==> config.mk <==
export PLATFORM = sky130hd
export DESIGN_NAME = register_machine_execute_unit
export DESIGN_NICKNAME = d
export VERILOG_FILES = /design/src/rtl/core/rmeu_pkg.sv /design/src/rtl/core/rmeu_ram.sv /design/src/rtl/core/rmeu_queue.sv /design/src/rtl/core/rmeu_front.sv /design/src/rtl/core/rmeu_muldiv.sv /design/src/rtl/core/rmeu_back.sv /design/src/rtl/core/register_machine_execute_unit.sv
export SDC_FILE = /design/constraint.sdc
export NUM_CORES = 2
export LEC_CHECK = 0
export BUFFER_PORTS_ARGS = -buffer_cell sky130_fd_sc_hd__buf_2
export CAP_MARGIN = 30
export CORE_MARGIN = 2
export CORE_UTILIZATION = 35
export DETAILED_ROUTE_END_ITERATION = 12
export MAX_ROUTING_LAYER = met4
export REMOVE_ABC_BUFFERS = 1
export SYNTH_ARGS = -nofsm -noshare
export SYNTH_HDL_FRONTEND = slang
export SYNTH_SLANG_ARGS = --single-unit
==> constraint.sdc <==
create_clock -name clk_i -period 6.6 [get_ports clk_i]
set_clock_uncertainty 0.1 [all_clocks]
set_input_delay 0.66 -clock clk_i [delete_from_list [all_inputs] [get_ports clk_i]]
set_output_delay 0.66 -clock clk_i [all_outputs]
set_load 0.05 [all_outputs]
==> src/rtl/core/rmeu_pkg.sv <==
// shared types and constants of the register machine execute unit
package rmeu_pkg;

  // default configuration
  localparam int RegCountDef     = 8;
  localparam int ProgramDepthDef = 1024;
  localparam int DataWidthDef    = 32;

  // entries between front and back
  localparam int QueueDepth = 2;

  // instruction mode codes as they arrive
  typedef enum logic [4:0] {
    MODE_LOAD  = 5'd0,
    MODE_MOV   = 5'd1,
    MODE_ADD   = 5'd2,
    MODE_SUB   = 5'd3,
    MODE_MUL   = 5'd4,
    MODE_DIV   = 5'd5,
    MODE_CMP   = 5'd6,
    MODE_JMP   = 5'd7,
    MODE_JE    = 5'd8,
    MODE_JNE   = 5'd9,
    MODE_JLT   = 5'd10,
    MODE_JGT   = 5'd11,
    MODE_JLE   = 5'd12,
    MODE_JGE   = 5'd13,
    MODE_PRINT = 5'd14,
    MODE_HALT  = 5'd15,
    MODE_NOP   = 5'd16
  } mode_e;

  // decoded operation class
  typedef enum logic [4:0] {
    OP_LOAD,
    OP_MOV,
    OP_ADD,
    OP_SUB,
    OP_MUL,
    OP_DIV,
    OP_CMP,
    OP_JMP,
    OP_JE,
    OP_JNE,
    OP_JLT,
    OP_JGT,
    OP_JLE,
    OP_JGE,
    OP_PRINT,
    OP_HALT,
    OP_NOP
  } op_e;

  // fault codes
  typedef enum logic [1:0] {
    FAULT_NONE     = 2'd0,
    FAULT_DIV_ZERO = 2'd1,
    FAULT_DIV_OVF  = 2'd2
  } fault_e;

  // input item
  typedef struct packed {
    logic [4:0]         mode;
    logic [2:0]         dst_reg;
    logic [2:0]         src_reg;
    logic               use_immediate;
    logic signed [31:0] immediate;
    logic [9:0]         jump_target;
  } in_item_t;

  // result item
  typedef struct packed {
    logic [10:0]        next_pc;
    logic               print_valid;
    logic signed [31:0] print_value;
    logic               halted;
    fault_e             fault;
  } out_item_t;

  // classified instruction handed from front to back
  typedef struct packed {
    op_e                op;
    logic [2:0]         dst_reg;
    logic [2:0]         src_reg;
    logic               use_immediate;
    logic signed [31:0] immediate;
    logic [9:0]         jump_target;
  } dec_item_t;

endpackage

==> src/rtl/core/rmeu_ram.sv <==
// generic ram, one write port, two registered read ports
module rmeu_ram #(
  parameter int WIDTH = 32,
  parameter int DEPTH = 8
) (
  input  logic                     clk_i,
  input  logic                     we_i,
  input  logic [$clog2(DEPTH)-1:0] waddr_i,
  input  logic [WIDTH-1:0]         wdata_i,
  input  logic                     re_i,
  input  logic [$clog2(DEPTH)-1:0] raddr_a_i,
  input  logic [$clog2(DEPTH)-1:0] raddr_b_i,
  output logic [WIDTH-1:0]         rdata_a_o,
  output logic [WIDTH-1:0]         rdata_b_o
);

  logic [WIDTH-1:0] mem_q [DEPTH];
  logic [WIDTH-1:0] rdata_a_q;
  logic [WIDTH-1:0] rdata_b_q;

  // write and registered read
  always_ff @(posedge clk_i) begin
    if (we_i) begin
      mem_q[waddr_i] <= wdata_i;
    end
    if (re_i) begin
      rdata_a_q <= mem_q[raddr_a_i];
      rdata_b_q <= mem_q[raddr_b_i];
    end
  end

  assign rdata_a_o = rdata_a_q;
  assign rdata_b_o = rdata_b_q;

endmodule

==> src/rtl/core/rmeu_queue.sv <==
// short queue of classified instructions between front and back
module rmeu_queue (
  input  logic                clk_i,
  input  logic                rst_ni,
  input  logic                push_i,
  input  rmeu_pkg::dec_item_t push_item_i,
  input  logic                pop_i,
  output logic                full_o,
  output logic                valid_o,
  output rmeu_pkg::dec_item_t head_o
);

  localparam int PtrW = (rmeu_pkg::QueueDepth > 1) ? $clog2(rmeu_pkg::QueueDepth) : 1;
  localparam int CntW = $clog2(rmeu_pkg::QueueDepth + 1);
  localparam logic [PtrW-1:0] PtrLast = PtrW'(rmeu_pkg::QueueDepth - 1);
  localparam logic [CntW-1:0] CntFull = CntW'(rmeu_pkg::QueueDepth);

  rmeu_pkg::dec_item_t ent_q [rmeu_pkg::QueueDepth];
  logic [PtrW-1:0] wr_q;
  logic [PtrW-1:0] rd_q;
  logic [CntW-1:0] cnt_q;
  logic            do_push;
  logic            do_pop;

  assign do_push = push_i && (cnt_q != CntFull);
  assign do_pop  = pop_i && (cnt_q != '0);

  // pointers and fill count
  always_ff @(posedge clk_i or negedge rst_ni) begin
    if (!rst_ni) begin
      wr_q  <= '0;
      rd_q  <= '0;
      cnt_q <= '0;
    end else begin
      if (do_push) begin
        wr_q <= (wr_q == PtrLast) ? '0 : wr_q + 1'b1;
      end
      if (do_pop) begin
        rd_q <= (rd_q == PtrLast) ? '0 : rd_q + 1'b1;
      end
      if (do_push && !do_pop) begin
        cnt_q <= cnt_q + 1'b1;
      end else if (do_pop && !do_push) begin
        cnt_q <= cnt_q - 1'b1;
      end
    end
  end

  // entry storage
  always_ff @(posedge clk_i) begin
    if (do_push) begin
      ent_q[wr_q] <= push_item_i;
    end
  end

  assign full_o  = (cnt_q == CntFull);
  assign valid_o = (cnt_q != '0);
  assign head_o  = ent_q[rd_q];

endmodule

==> src/rtl/core/rmeu_front.sv <==
// front end: accepts instructions, classifies the mode and reduces register indexes
module rmeu_front #(
  parameter int REG_COUNT = rmeu_pkg::RegCountDef
) (
  input  logic                in_valid_i,
  input  rmeu_pkg::in_item_t  in_item_i,
  input  logic                q_full_i,
  output logic                in_stall_o,
  output logic                push_o,
  output rmeu_pkg::dec_item_t item_o
);

  localparam logic [4:0] RegCnt = 5'(REG_COUNT);

  // index modulo register count, at most four subtractions for a 3-bit index
  function automatic logic [2:0] reduce_idx(logic [2:0] v);
    logic [4:0] t;
    t = {2'b00, v};
    for (int i = 0; i < 4; i++) begin
      if (t >= RegCnt) begin
        t = t - RegCnt;
      end
    end
    return t[2:0];
  endfunction

  rmeu_pkg::op_e op;

  // mode classification, unknown modes behave as no-op
  always_comb begin
    case (in_item_i.mode)
      rmeu_pkg::MODE_LOAD:  op = rmeu_pkg::OP_LOAD;
      rmeu_pkg::MODE_MOV:   op = rmeu_pkg::OP_MOV;
      rmeu_pkg::MODE_ADD:   op = rmeu_pkg::OP_ADD;
      rmeu_pkg::MODE_SUB:   op = rmeu_pkg::OP_SUB;
      rmeu_pkg::MODE_MUL:   op = rmeu_pkg::OP_MUL;
      rmeu_pkg::MODE_DIV:   op = rmeu_pkg::OP_DIV;
      rmeu_pkg::MODE_CMP:   op = rmeu_pkg::OP_CMP;
      rmeu_pkg::MODE_JMP:   op = rmeu_pkg::OP_JMP;
      rmeu_pkg::MODE_JE:    op = rmeu_pkg::OP_JE;
      rmeu_pkg::MODE_JNE:   op = rmeu_pkg::OP_JNE;
      rmeu_pkg::MODE_JLT:   op = rmeu_pkg::OP_JLT;
      rmeu_pkg::MODE_JGT:   op = rmeu_pkg::OP_JGT;
      rmeu_pkg::MODE_JLE:   op = rmeu_pkg::OP_JLE;
      rmeu_pkg::MODE_JGE:   op = rmeu_pkg::OP_JGE;
      rmeu_pkg::MODE_PRINT: op = rmeu_pkg::OP_PRINT;
      rmeu_pkg::MODE_HALT:  op = rmeu_pkg::OP_HALT;
      default:              op = rmeu_pkg::OP_NOP;
    endcase
  end

  // classified item into the queue
  always_comb begin
    item_o.op            = op;
    item_o.dst_reg       = reduce_idx(in_item_i.dst_reg);
    item_o.src_reg       = reduce_idx(in_item_i.src_reg);
    item_o.use_immediate = in_item_i.use_immediate;
    item_o.immediate     = in_item_i.immediate;
    item_o.jump_target   = in_item_i.jump_target;
  end

  assign in_stall_o = q_full_i;
  assign push_o     = in_valid_i && !q_full_i;

endmodule

==> src/rtl/core/rmeu_muldiv.sv <==
// shared iterative unit: shift-add multiply and restoring signed divide
module rmeu_muldiv #(
  parameter int DATA_WIDTH = rmeu_pkg::DataWidthDef
) (
  input  logic                  clk_i,
  input  logic                  rst_ni,
  input  logic                  start_i,
  input  logic                  is_div_i,
  input  logic [DATA_WIDTH-1:0] a_i,
  input  logic [DATA_WIDTH-1:0] b_i,
  output logic                  done_o,
  output logic [DATA_WIDTH-1:0] result_o
);

  localparam int CntW = $clog2(DATA_WIDTH + 1);
  localparam logic [CntW-1:0] CntLast = CntW'(DATA_WIDTH - 1);

  logic                  busy_q;
  logic                  done_q;
  logic                  div_q;
  logic                  neg_q;
  logic [CntW-1:0]       cnt_q;
  logic [DATA_WIDTH-1:0] acc_q;   // product sum or remainder
  logic [DATA_WIDTH-1:0] opa_q;   // multiplicand or dividend/quotient
  logic [DATA_WIDTH-1:0] opb_q;   // multiplier or divisor
  logic [DATA_WIDTH-1:0] mag_a;
  logic [DATA_WIDTH-1:0] mag_b;
  logic [DATA_WIDTH:0]   rem_sh;
  logic [DATA_WIDTH:0]   rem_diff;

  // operand magnitudes for divide
  assign mag_a = a_i[DATA_WIDTH-1] ? (~a_i + 1'b1) : a_i;
  assign mag_b = b_i[DATA_WIDTH-1] ? (~b_i + 1'b1) : b_i;

  // one restoring divide step
  assign rem_sh   = {acc_q, opa_q[DATA_WIDTH-1]};
  assign rem_diff = rem_sh - {1'b0, opb_q};

  // iteration control and datapath
  always_ff @(posedge clk_i or negedge rst_ni) begin
    if (!rst_ni) begin
      busy_q <= 1'b0;
      done_q <= 1'b0;
      div_q  <= 1'b0;
      neg_q  <= 1'b0;
      cnt_q  <= '0;
      acc_q  <= '0;
      opa_q  <= '0;
      opb_q  <= '0;
    end else begin
      done_q <= 1'b0;
      if (start_i) begin
        busy_q <= 1'b1;
        cnt_q  <= '0;
        acc_q  <= '0;
        div_q  <= is_div_i;
        if (is_div_i) begin
          opa_q <= mag_a;
          opb_q <= mag_b;
          neg_q <= a_i[DATA_WIDTH-1] ^ b_i[DATA_WIDTH-1];
        end else begin
          opa_q <= a_i;
          opb_q <= b_i;
          neg_q <= 1'b0;
        end
      end else if (busy_q) begin
        if (div_q) begin
          if (!rem_diff[DATA_WIDTH]) begin
            acc_q <= rem_diff[DATA_WIDTH-1:0];
            opa_q <= {opa_q[DATA_WIDTH-2:0], 1'b1};
          end else begin
            acc_q <= rem_sh[DATA_WIDTH-1:0];
            opa_q <= {opa_q[DATA_WIDTH-2:0], 1'b0};
          end
        end else begin
          if (opb_q[0]) begin
            acc_q <= acc_q + opa_q;
          end
          opa_q <= {opa_q[DATA_WIDTH-2:0], 1'b0};
          opb_q <= {1'b0, opb_q[DATA_WIDTH-1:1]};
        end
        cnt_q <= cnt_q + 1'b1;
        if (cnt_q == CntLast) begin
          busy_q <= 1'b0;
          done_q <= 1'b1;
        end
      end
    end
  end

  assign done_o   = done_q;
  assign result_o = div_q ? (neg_q ? (~opa_q + 1'b1) : opa_q) : acc_q;

endmodule

==> src/rtl/core/rmeu_back.sv <==
// back end: register file, program counter, run flag and execution sequencer
module rmeu_back #(
  parameter int REG_COUNT     = rmeu_pkg::RegCountDef,
  parameter int PROGRAM_DEPTH = rmeu_pkg::ProgramDepthDef,
  parameter int DATA_WIDTH    = rmeu_pkg::DataWidthDef
) (
  input  logic                 clk_i,
  input  logic                 rst_ni,
  input  logic                 q_valid_i,
  input  rmeu_pkg::dec_item_t  q_item_i,
  output logic                 q_pop_o,
  input  logic                 out_stall_i,
  output logic                 out_valid_o,
  output rmeu_pkg::out_item_t  out_item_o
);

  localparam int IdxW = $clog2(REG_COUNT);
  localparam int PcW  = $clog2(PROGRAM_DEPTH + 1);
  localparam int NpW  = (PcW + 1 > 11) ? PcW + 1 : 11;
  localparam logic [NpW-1:0] PcMax = NpW'(PROGRAM_DEPTH);
  localparam logic [DATA_WIDTH-1:0] SignBit = {1'b1, {(DATA_WIDTH - 1){1'b0}}};

  typedef enum logic [1:0] {
    ST_FETCH,
    ST_EXEC,
    ST_ITER,
    ST_WB
  } state_e;

  function automatic logic is_jump(rmeu_pkg::op_e op);
    return (op == rmeu_pkg::OP_JMP) || (op == rmeu_pkg::OP_JE) ||
           (op == rmeu_pkg::OP_JNE) || (op == rmeu_pkg::OP_JLT) ||
           (op == rmeu_pkg::OP_JGT) || (op == rmeu_pkg::OP_JLE) ||
           (op == rmeu_pkg::OP_JGE);
  endfunction

  state_e                st_q;
  rmeu_pkg::dec_item_t   item_q;
  logic [PcW-1:0]        pc_q;
  logic                  run_q;
  logic [REG_COUNT-1:0]  vld_q;
  logic [DATA_WIDTH-1:0] res_q;
  logic                  out_valid_q;
  rmeu_pkg::out_item_t   out_item_q;

  logic                  out_ready;
  logic                  emit;
  logic                  fetch;
  logic [IdxW-1:0]       ra_head;
  logic [IdxW-1:0]       rb_head;
  logic [IdxW-1:0]       a_idx;
  logic [IdxW-1:0]       b_idx;
  logic [DATA_WIDTH-1:0] ram_a;
  logic [DATA_WIDTH-1:0] ram_b;
  logic [DATA_WIDTH-1:0] opa;
  logic [DATA_WIDTH-1:0] opb;
  logic [DATA_WIDTH-1:0] imm_ext;
  logic [DATA_WIDTH-1:0] rhs;
  logic [DATA_WIDTH-1:0] cmp_res;
  logic                  div_zero;
  logic                  div_ovf;
  logic                  take;
  logic [NpW-1:0]        pc_ext;
  logic [NpW-1:0]        next_raw;
  logic [NpW-1:0]        next_pc;
  logic                  we;
  logic [IdxW-1:0]       wa;
  logic [DATA_WIDTH-1:0] wd;
  logic                  md_start;
  logic                  md_done;
  logic [DATA_WIDTH-1:0] md_result;
  rmeu_pkg::out_item_t   exec_res;
  rmeu_pkg::out_item_t   wb_res;

  assign out_ready = !out_valid_q || !out_stall_i;
  assign fetch     = (st_q == ST_FETCH) && q_valid_i;
  assign q_pop_o   = fetch;

  // a result enters the output register
  assign emit = out_ready && (((st_q == ST_EXEC) && !md_start) || (st_q == ST_WB));

  // register read addresses, jumps read register zero on port b
  assign ra_head = IdxW'(q_item_i.dst_reg);
  assign rb_head = is_jump(q_item_i.op) ? '0 : IdxW'(q_item_i.src_reg);
  assign a_idx   = IdxW'(item_q.dst_reg);
  assign b_idx   = is_jump(item_q.op) ? '0 : IdxW'(item_q.src_reg);

  rmeu_ram #(
    .WIDTH (DATA_WIDTH),
    .DEPTH (REG_COUNT)
  ) u_rf (
    .clk_i     (clk_i),
    .we_i      (we),
    .waddr_i   (wa),
    .wdata_i   (wd),
    .re_i      (fetch),
    .raddr_a_i (ra_head),
    .raddr_b_i (rb_head),
    .rdata_a_o (ram_a),
    .rdata_b_o (ram_b)
  );

  // never written registers read as zero
  assign opa = vld_q[a_idx] ? ram_a : '0;
  assign opb = vld_q[b_idx] ? ram_b : '0;

  // operand selection and compare
  assign imm_ext = DATA_WIDTH'(item_q.immediate);
  assign rhs     = item_q.use_immediate ? imm_ext : opb;
  always_comb begin
    if (opa == rhs) begin
      cmp_res = '0;
    end else if ($signed(opa) < $signed(rhs)) begin
      cmp_res = '1;
    end else begin
      cmp_res = DATA_WIDTH'(1);
    end
  end

  assign div_zero = (opb == '0);
  assign div_ovf  = (opa == SignBit) && (opb == '1);

  // jump condition on register zero
  always_comb begin
    case (item_q.op)
      rmeu_pkg::OP_JMP: take = 1'b1;
      rmeu_pkg::OP_JE:  take = (opb == '0);
      rmeu_pkg::OP_JNE: take = (opb != '0);
      rmeu_pkg::OP_JLT: take = opb[DATA_WIDTH-1];
      rmeu_pkg::OP_JGT: take = !opb[DATA_WIDTH-1] && (opb != '0);
      rmeu_pkg::OP_JLE: take = opb[DATA_WIDTH-1] || (opb == '0);
      rmeu_pkg::OP_JGE: take = !opb[DATA_WIDTH-1];
      default:          take = 1'b0;
    endcase
  end

  // next program counter, saturating at program depth
  assign pc_ext   = NpW'(pc_q);
  assign next_raw = (take && (st_q == ST_EXEC)) ? NpW'(item_q.jump_target) : pc_ext + 1'b1;
  assign next_pc  = (next_raw > PcMax) ? PcMax : next_raw;

  // register file write
  always_comb begin
    we = 1'b0;
    wa = a_idx;
    wd = '0;
    if ((st_q == ST_EXEC) && run_q && out_ready) begin
      case (item_q.op)
        rmeu_pkg::OP_LOAD: begin
          we = 1'b1;
          wd = imm_ext;
        end
        rmeu_pkg::OP_MOV: begin
          we = 1'b1;
          wd = opb;
        end
        rmeu_pkg::OP_ADD: begin
          we = 1'b1;
          wd = opa + opb;
        end
        rmeu_pkg::OP_SUB: begin
          we = 1'b1;
          wd = opa - opb;
        end
        rmeu_pkg::OP_CMP: begin
          we = 1'b1;
          wa = '0;
          wd = cmp_res;
        end
        default: begin
          we = 1'b0;
        end
      endcase
    end else if ((st_q == ST_WB) && out_ready) begin
      we = 1'b1;
      wd = res_q;
    end
  end

  // multiply, and divide without fault, go to the iterative unit
  assign md_start = (st_q == ST_EXEC) && run_q &&
                    ((item_q.op == rmeu_pkg::OP_MUL) ||
                     ((item_q.op == rmeu_pkg::OP_DIV) && !div_zero && !div_ovf));

  rmeu_muldiv #(
    .DATA_WIDTH (DATA_WIDTH)
  ) u_muldiv (
    .clk_i    (clk_i),
    .rst_ni   (rst_ni),
    .start_i  (md_start),
    .is_div_i (item_q.op == rmeu_pkg::OP_DIV),
    .a_i      (opa),
    .b_i      (opb),
    .done_o   (md_done),
    .result_o (md_result)
  );

  // result of a single-step instruction
  always_comb begin
    exec_res.next_pc     = run_q ? next_pc[10:0] : pc_ext[10:0];
    exec_res.print_valid = run_q && (item_q.op == rmeu_pkg::OP_PRINT);
    exec_res.print_value = exec_res.print_valid ? 32'(opa) : '0;
    exec_res.halted      = !run_q || (item_q.op == rmeu_pkg::OP_HALT);
    exec_res.fault       = rmeu_pkg::FAULT_NONE;
    if (run_q && (item_q.op == rmeu_pkg::OP_DIV)) begin
      if (div_zero) begin
        exec_res.fault = rmeu_pkg::FAULT_DIV_ZERO;
      end else if (div_ovf) begin
        exec_res.fault = rmeu_pkg::FAULT_DIV_OVF;
      end
    end
  end

  // result of a multiply or divide
  always_comb begin
    wb_res.next_pc     = next_pc[10:0];
    wb_res.print_valid = 1'b0;
    wb_res.print_value = '0;
    wb_res.halted      = 1'b0;
    wb_res.fault       = rmeu_pkg::FAULT_NONE;
  end

  // sequencer, architectural state and output register
  always_ff @(posedge clk_i or negedge rst_ni) begin
    if (!rst_ni) begin
      st_q        <= ST_FETCH;
      item_q      <= '0;
      pc_q        <= '0;
      run_q       <= 1'b1;
      vld_q       <= '0;
      res_q       <= '0;
      out_valid_q <= 1'b0;
      out_item_q  <= '0;
    end else begin
      if (emit) begin
        out_valid_q <= 1'b1;
      end else if (!out_stall_i) begin
        out_valid_q <= 1'b0;
      end
      if (we) begin
        vld_q[wa] <= 1'b1;
      end
      case (st_q)
        ST_FETCH: begin
          if (q_valid_i) begin
            item_q <= q_item_i;
            st_q   <= ST_EXEC;
          end
        end
        ST_EXEC: begin
          if (md_start) begin
            st_q <= ST_ITER;
          end else if (out_ready) begin
            out_item_q <= exec_res;
            if (run_q) begin
              pc_q <= PcW'(next_pc);
              if (item_q.op == rmeu_pkg::OP_HALT) begin
                run_q <= 1'b0;
              end
            end
            st_q <= ST_FETCH;
          end
        end
        ST_ITER: begin
          if (md_done) begin
            res_q <= md_result;
            st_q  <= ST_WB;
          end
        end
        ST_WB: begin
          if (out_ready) begin
            out_item_q <= wb_res;
            pc_q       <= PcW'(next_pc);
            st_q       <= ST_FETCH;
          end
        end
        default: begin
          st_q <= ST_FETCH;
        end
      endcase
    end
  end

  assign out_valid_o = out_valid_q;
  assign out_item_o  = out_item_q;

endmodule

==> src/rtl/core/register_machine_execute_unit.sv <==
// top level of the register machine execute unit: front, queue and back
//
//   channel   valid        stall        payload
//   input     in_valid_i   in_stall_o   in_item_i  (rmeu_pkg::in_item_t)
//   result    out_valid_o  out_stall_i  out_item_o (rmeu_pkg::out_item_t)
//
// Each instruction passes through two back-end states, register read and execute.
// Multiply and divide then iterate in the shared shift-add / shift-subtract unit
// and pass a write-back step before the result is emitted.
// The front takes instructions while the two-entry queue has room, also while
// the back waits on the multiply/divide unit or on a stalled result.
// After reset the registers read as zero through per-register valid bits, with
// no clearing pass, so an instruction can be taken as soon as reset is released.
module register_machine_execute_unit #(
  parameter int REG_COUNT     = rmeu_pkg::RegCountDef,
  parameter int PROGRAM_DEPTH = rmeu_pkg::ProgramDepthDef,
  parameter int DATA_WIDTH    = rmeu_pkg::DataWidthDef
) (
  input  logic                clk_i,
  input  logic                rst_ni,
  input  logic                in_valid_i,
  output logic                in_stall_o,
  input  rmeu_pkg::in_item_t  in_item_i,
  output logic                out_valid_o,
  input  logic                out_stall_i,
  output rmeu_pkg::out_item_t out_item_o
);

  logic                q_full;
  logic                q_push;
  logic                q_pop;
  logic                q_valid;
  rmeu_pkg::dec_item_t dec_item;
  rmeu_pkg::dec_item_t head_item;

  // accept and classify
  rmeu_front #(
    .REG_COUNT (REG_COUNT)
  ) u_front (
    .in_valid_i (in_valid_i),
    .in_item_i  (in_item_i),
    .q_full_i   (q_full),
    .in_stall_o (in_stall_o),
    .push_o     (q_push),
    .item_o     (dec_item)
  );

  // decoupling queue
  rmeu_queue u_queue (
    .clk_i       (clk_i),
    .rst_ni      (rst_ni),
    .push_i      (q_push),
    .push_item_i (dec_item),
    .pop_i       (q_pop),
    .full_o      (q_full),
    .valid_o     (q_valid),
    .head_o      (head_item)
  );

  // execute
  rmeu_back #(
    .REG_COUNT     (REG_COUNT),
    .PROGRAM_DEPTH (PROGRAM_DEPTH),
    .DATA_WIDTH    (DATA_WIDTH)
  ) u_back (
    .clk_i       (clk_i),
    .rst_ni      (rst_ni),
    .q_valid_i   (q_valid),
    .q_item_i    (head_item),
    .q_pop_o     (q_pop),
    .out_stall_i (out_stall_i),
    .out_valid_o (out_valid_o),
    .out_item_o  (out_item_o)
  );

endmodule
==> impl_metrics.csv <==
group,metric,value,unit
status,outcome,"completed",
synthesis,post-synth-top-area-cell,"sky130_fd_sc_hd__edfxtp_1",
synthesis,ys_seq_elements,683,
global_routing,use_met3,2.824,%
pwr,power_density,226.3,nW/um^2
sta,fmax,159.9,MHz
place,gp_congestion,0.9895,
sta,layout_worst_path_cycle_share,94.79,%
clock_tree,ctsRootBufferMaster,"sky130_fd_sc_hd__clkbuf_16",
synthesis,yosysTopAreaCellShare,33.12,%
routing,drcViolationCount,0,
synthesis,synthMostInstantiatedCell,"sky130_fd_sc_hd__nand2_1",
routing,routed_wl,122000,um
synthesis,postSynth.topFlopCell,"sky130_fd_sc_hd__edfxtp_1",
synthesis,synthCells,3746,
sta,worst_pin_slew,1038,ps
floorplanning,initial_utilization,35.17,%
place,dp_hpwl,87960,um
pwr,p_leak,16.22,nW
routing,final_antenna_net_count,0,
final_layout,area_growth_syn_to_layout,13.12,%
setup_path,timing.critical_path.fanout_max,9,
setup_path,critPathMaxStageDelay,520,ps
setup_path,worstPathCellList,"mux4_2, or2_2, a32o_2, nand2_1, ha_1, nand3b_1, nor3_2, a21oi_1, a21oi_1, nand2_1, a31oi_1, a21oi_1, ha_1, a21o_1, a21o_1, a21oi_1, o21ai_0, or3_1, a2111oi_1, buf_4, o31ai_1, nor4_1, o21ai_0, buf_4",
clock_tree,clock_transition_at_the_registers_of_the_reported_paths,60,ps
global_routing,grt_start_max_net_pins,164,
routing,wl_per_cell,22.86,um
setup_path,setup.worst_path.end_class,"flop",
place,place_inst,5194,
setup_path,slowest_stage,"sky130_fd_sc_hd__mux4_2",
sta,rsz_0062_raised_after_global_routing,"false",
clock_tree,cts.htree.levels,3,
sta,finalSetupTns,0,ps
synthesis,syn-mean-instance-area,10.36,um^2
routing,drt_first_iter_violations,3111,
synthesis,mapped_cell_area,38810,um^2
final_layout,design_area,43900,um^2
synthesis,synth_common_cells,"sky130_fd_sc_hd__nand2_1 (516), sky130_fd_sc_hd__edfxtp_1 (428), sky130_fd_sc_hd__o21ai_0 (363)",
clock_tree,cts-root-to-sink-buffers,3,
pwr,report.power.total,0.009935,W
final_layout,nFillCells,10590,
global_routing,grt_util_all_layers,21.82,%
clock_tree,tritoncts_clock_tree,"built",
clock_tree,cts_buffers,75,
floorplanning,die_height,337.0,um
sta,setup_violations,0,
global_routing,grt_util_met2,33.75,%
floorplanning,die_x,337.0,um
run,drv.max_cap_violation_count,0,
clock_tree,clk_latency,650,ps
place,detailed_place.area,41270,um^2
sta,fin_ws,344.2,ps
place,io_buffer_count,106,
setup_path,setup.worst_path.class,"reg2reg",
floorplanning,floorplan.die_area,113600,um^2
synthesis,ys.warnings.count,0,
synthesis,synthDistinctLibCells,76,
clock_tree,post-cts-setup-buffers,0,
global_routing,gr-total-overflow,0,
setup_path,crit_required,6900,ps
global_routing,globalRoute.busiestLayer,"met2",
floorplanning,design.portCount,107,
synthesis,yosysSeqAreaShare,49.56,%
min_path,worst_hold_path_type,"in2reg",
setup_path,cp-start-kind,"flop",
global_routing,number_of_antenna_violations_at_the_first_check_in_global_routing,1,
routing,vias,29890,
global_routing,via_count_of_the_first_global_routing_pass,28860,
floorplanning,core.rowCount,122,
setup_path,cpMostUsedCell,"sky130_fd_sc_hd__a21oi_1",
floorplanning,design.core.area,110400,um^2
sta,maxSlewViolCount,0,
sta,timing.final.hold_violations,0,
synthesis,top_area_cells_in_the_synthesized_netlist,"sky130_fd_sc_hd__edfxtp_1 (33%), sky130_fd_sc_hd__dfrtp_1 (16%), sky130_fd_sc_hd__mux4_2 (5.6%)",
clock_tree,number_of_clock_sinks,683,
setup_path,arrival,6560,ps
sta,min_period,6256,ps
final_layout,drive_above_1_share,13.07,%
global_routing,grt_pass1_wl,182300,um
global_routing,grt_use_met1,29.53,%
setup_path,setup.reg_to_reg.worst_slack,340,ps
synthesis,async_reset_ff_share,37.34,%
final_layout,layout.nets,3982,
place,preCtsSetupSlack,205.1,ps
routing,viasPerCell,5.599,
synthesis,synth-edff-count,428,
sta,worst_slew_margin_rel,30.04,%
pwr,peak_supply_drop,0.1928,mV
routing,dr.pass1.iters,9,
final_layout,final-instance-count-excl-fill,5338,
worst paths after layout:
path,from,endpoint,cells after the start
hold / removal,in_item_i[2],u_queue.ent_q[1][2],1
setup reg to reg,u_back.item_q[43],u_back.u_rf.mem_q[5][31],24
setup / recovery,u_back.item_q[43],u_back.u_rf.mem_q[5][31],24
hold reg to reg,u_back.out_item_o[21],u_back.out_item_o[21],2
max in group asynchronous,rst_ni,u_back.out_item_o[3],3
min in group asynchronous,rst_ni,u_back.u_muldiv.acc_q[31],2
metal layers:
| metal | share of wire [%] | up-vias |
|---|---|---|
| met4 | 3.3 | 0 |
| li1 | - | 13960 |
| met1 | 44 | 14680 |
| met3 | 7.0 | 181 |
| met5 | 0 | - |
| met2 | 46 | 1071 |
through the flow:
step / utilization [%] / hold WS (ps)
6_report: 39.78 / 97.67
5_1_grt: 39.78 / 77.34
4_1_cts: 39.73 / 57.15
3_5_place_dp: 37.40 / 361.3
3_3_place_gp: 37.35 / 355.2
2_1_floorplan: - / 264.4
kinds of logic after synthesis:
family	count (synthesis)	share of synthesized area [%]
xor+xnor	169	3.814
mux	253	9.781
buf+inv	320	3.114
fa+ha+maj	136	4.443
simple gates	1183	13.51
compound gates	1002	15.77
flops	683	49.56
flip-flops by register name, indices dropped and copies added (netlist names), 8 cells and up:
register,count
u_back.item_q,19
u_back.u_muldiv.opb_q,32
u_back.u_rf.rdata_a_o,32
u_back.u_muldiv.opa_q,32
u_back.out_item_o,47
u_back.u_rf.mem_q,256
u_back.u_rf.rdata_b_o,32
u_back.res_q,32
u_back.imm_ext,32
u_back.vld_q,8
u_back.u_muldiv.acc_q,32
u_queue.ent_q,108
critical path: cells and delay by family, from the launching register on:
kind | cells | cell delay [ps]
muxes | 1 | 520
adders and majority gates | 2 | 560
AOI/OAI and AO/OA | 12 | 2300
and+or+nand+nor | 7 | 1680
buffers and inverters | 2 | 420
DFF | 1 | 430
repair_timing:
item / in CTS / in global routing
gates resized for setup: 0 / 5
hold buffers: 1 / 0
endpoints found under the setup margin: 0 / 40
hold endpoints to repair: 57 / 0
cell type report:
type                            count  area, um^2  area share (%)
Multi-Input combinational cell   2743       18600           42.36
Tap cell                         1488        1862           4.241
Inverter                           95       356.6          0.8122
Clock inverter                     35       539.3           1.228
Clock buffer                      103        2022           4.605
Sequential cell                   683       19240           43.83
Antenna cell                        1       2.502        0.005700
Timing Repair Buffer              190        1281           2.918
where the power goes:
part	internal (W)	leakage (nW)	switching [W]
logic	0.000251	8.16	0.000562
clock network	0.00254	1.21	0.00180
registers	0.00474	6.85	0.0000522
cells in the final DEF (no fill, tap or decap), drive strengths merged, types with 13 or more instances in the layout:
cell type	synthesis	routed
nand2	516	516
edfxtp	428	428
o21ai	365	365
nor2	321	321
dfrtp	254	254
a21oi	234	234
buf	33	186
ha	133	133
mux2i	116	116
clkbuf	192	106
mux4	97	97
xnor2	97	97
inv	95	97
nand3	84	84
xor2	72	72
a21o	63	63
o31ai	62	62
a31oi	61	61
nor3	55	55
mux2	40	40
a22oi	28	28
a211oi	27	27
nand2b	25	25
nor2b	25	25
nand4	23	23
and3	23	23
or3	22	22
a221oi	18	18
clkinv	0	18
o21a	16	16
or2	15	15
nor3b	15	15
nor4	15	15
or4	13	13
Note: power is estimated with default switching activity, not from simulation.
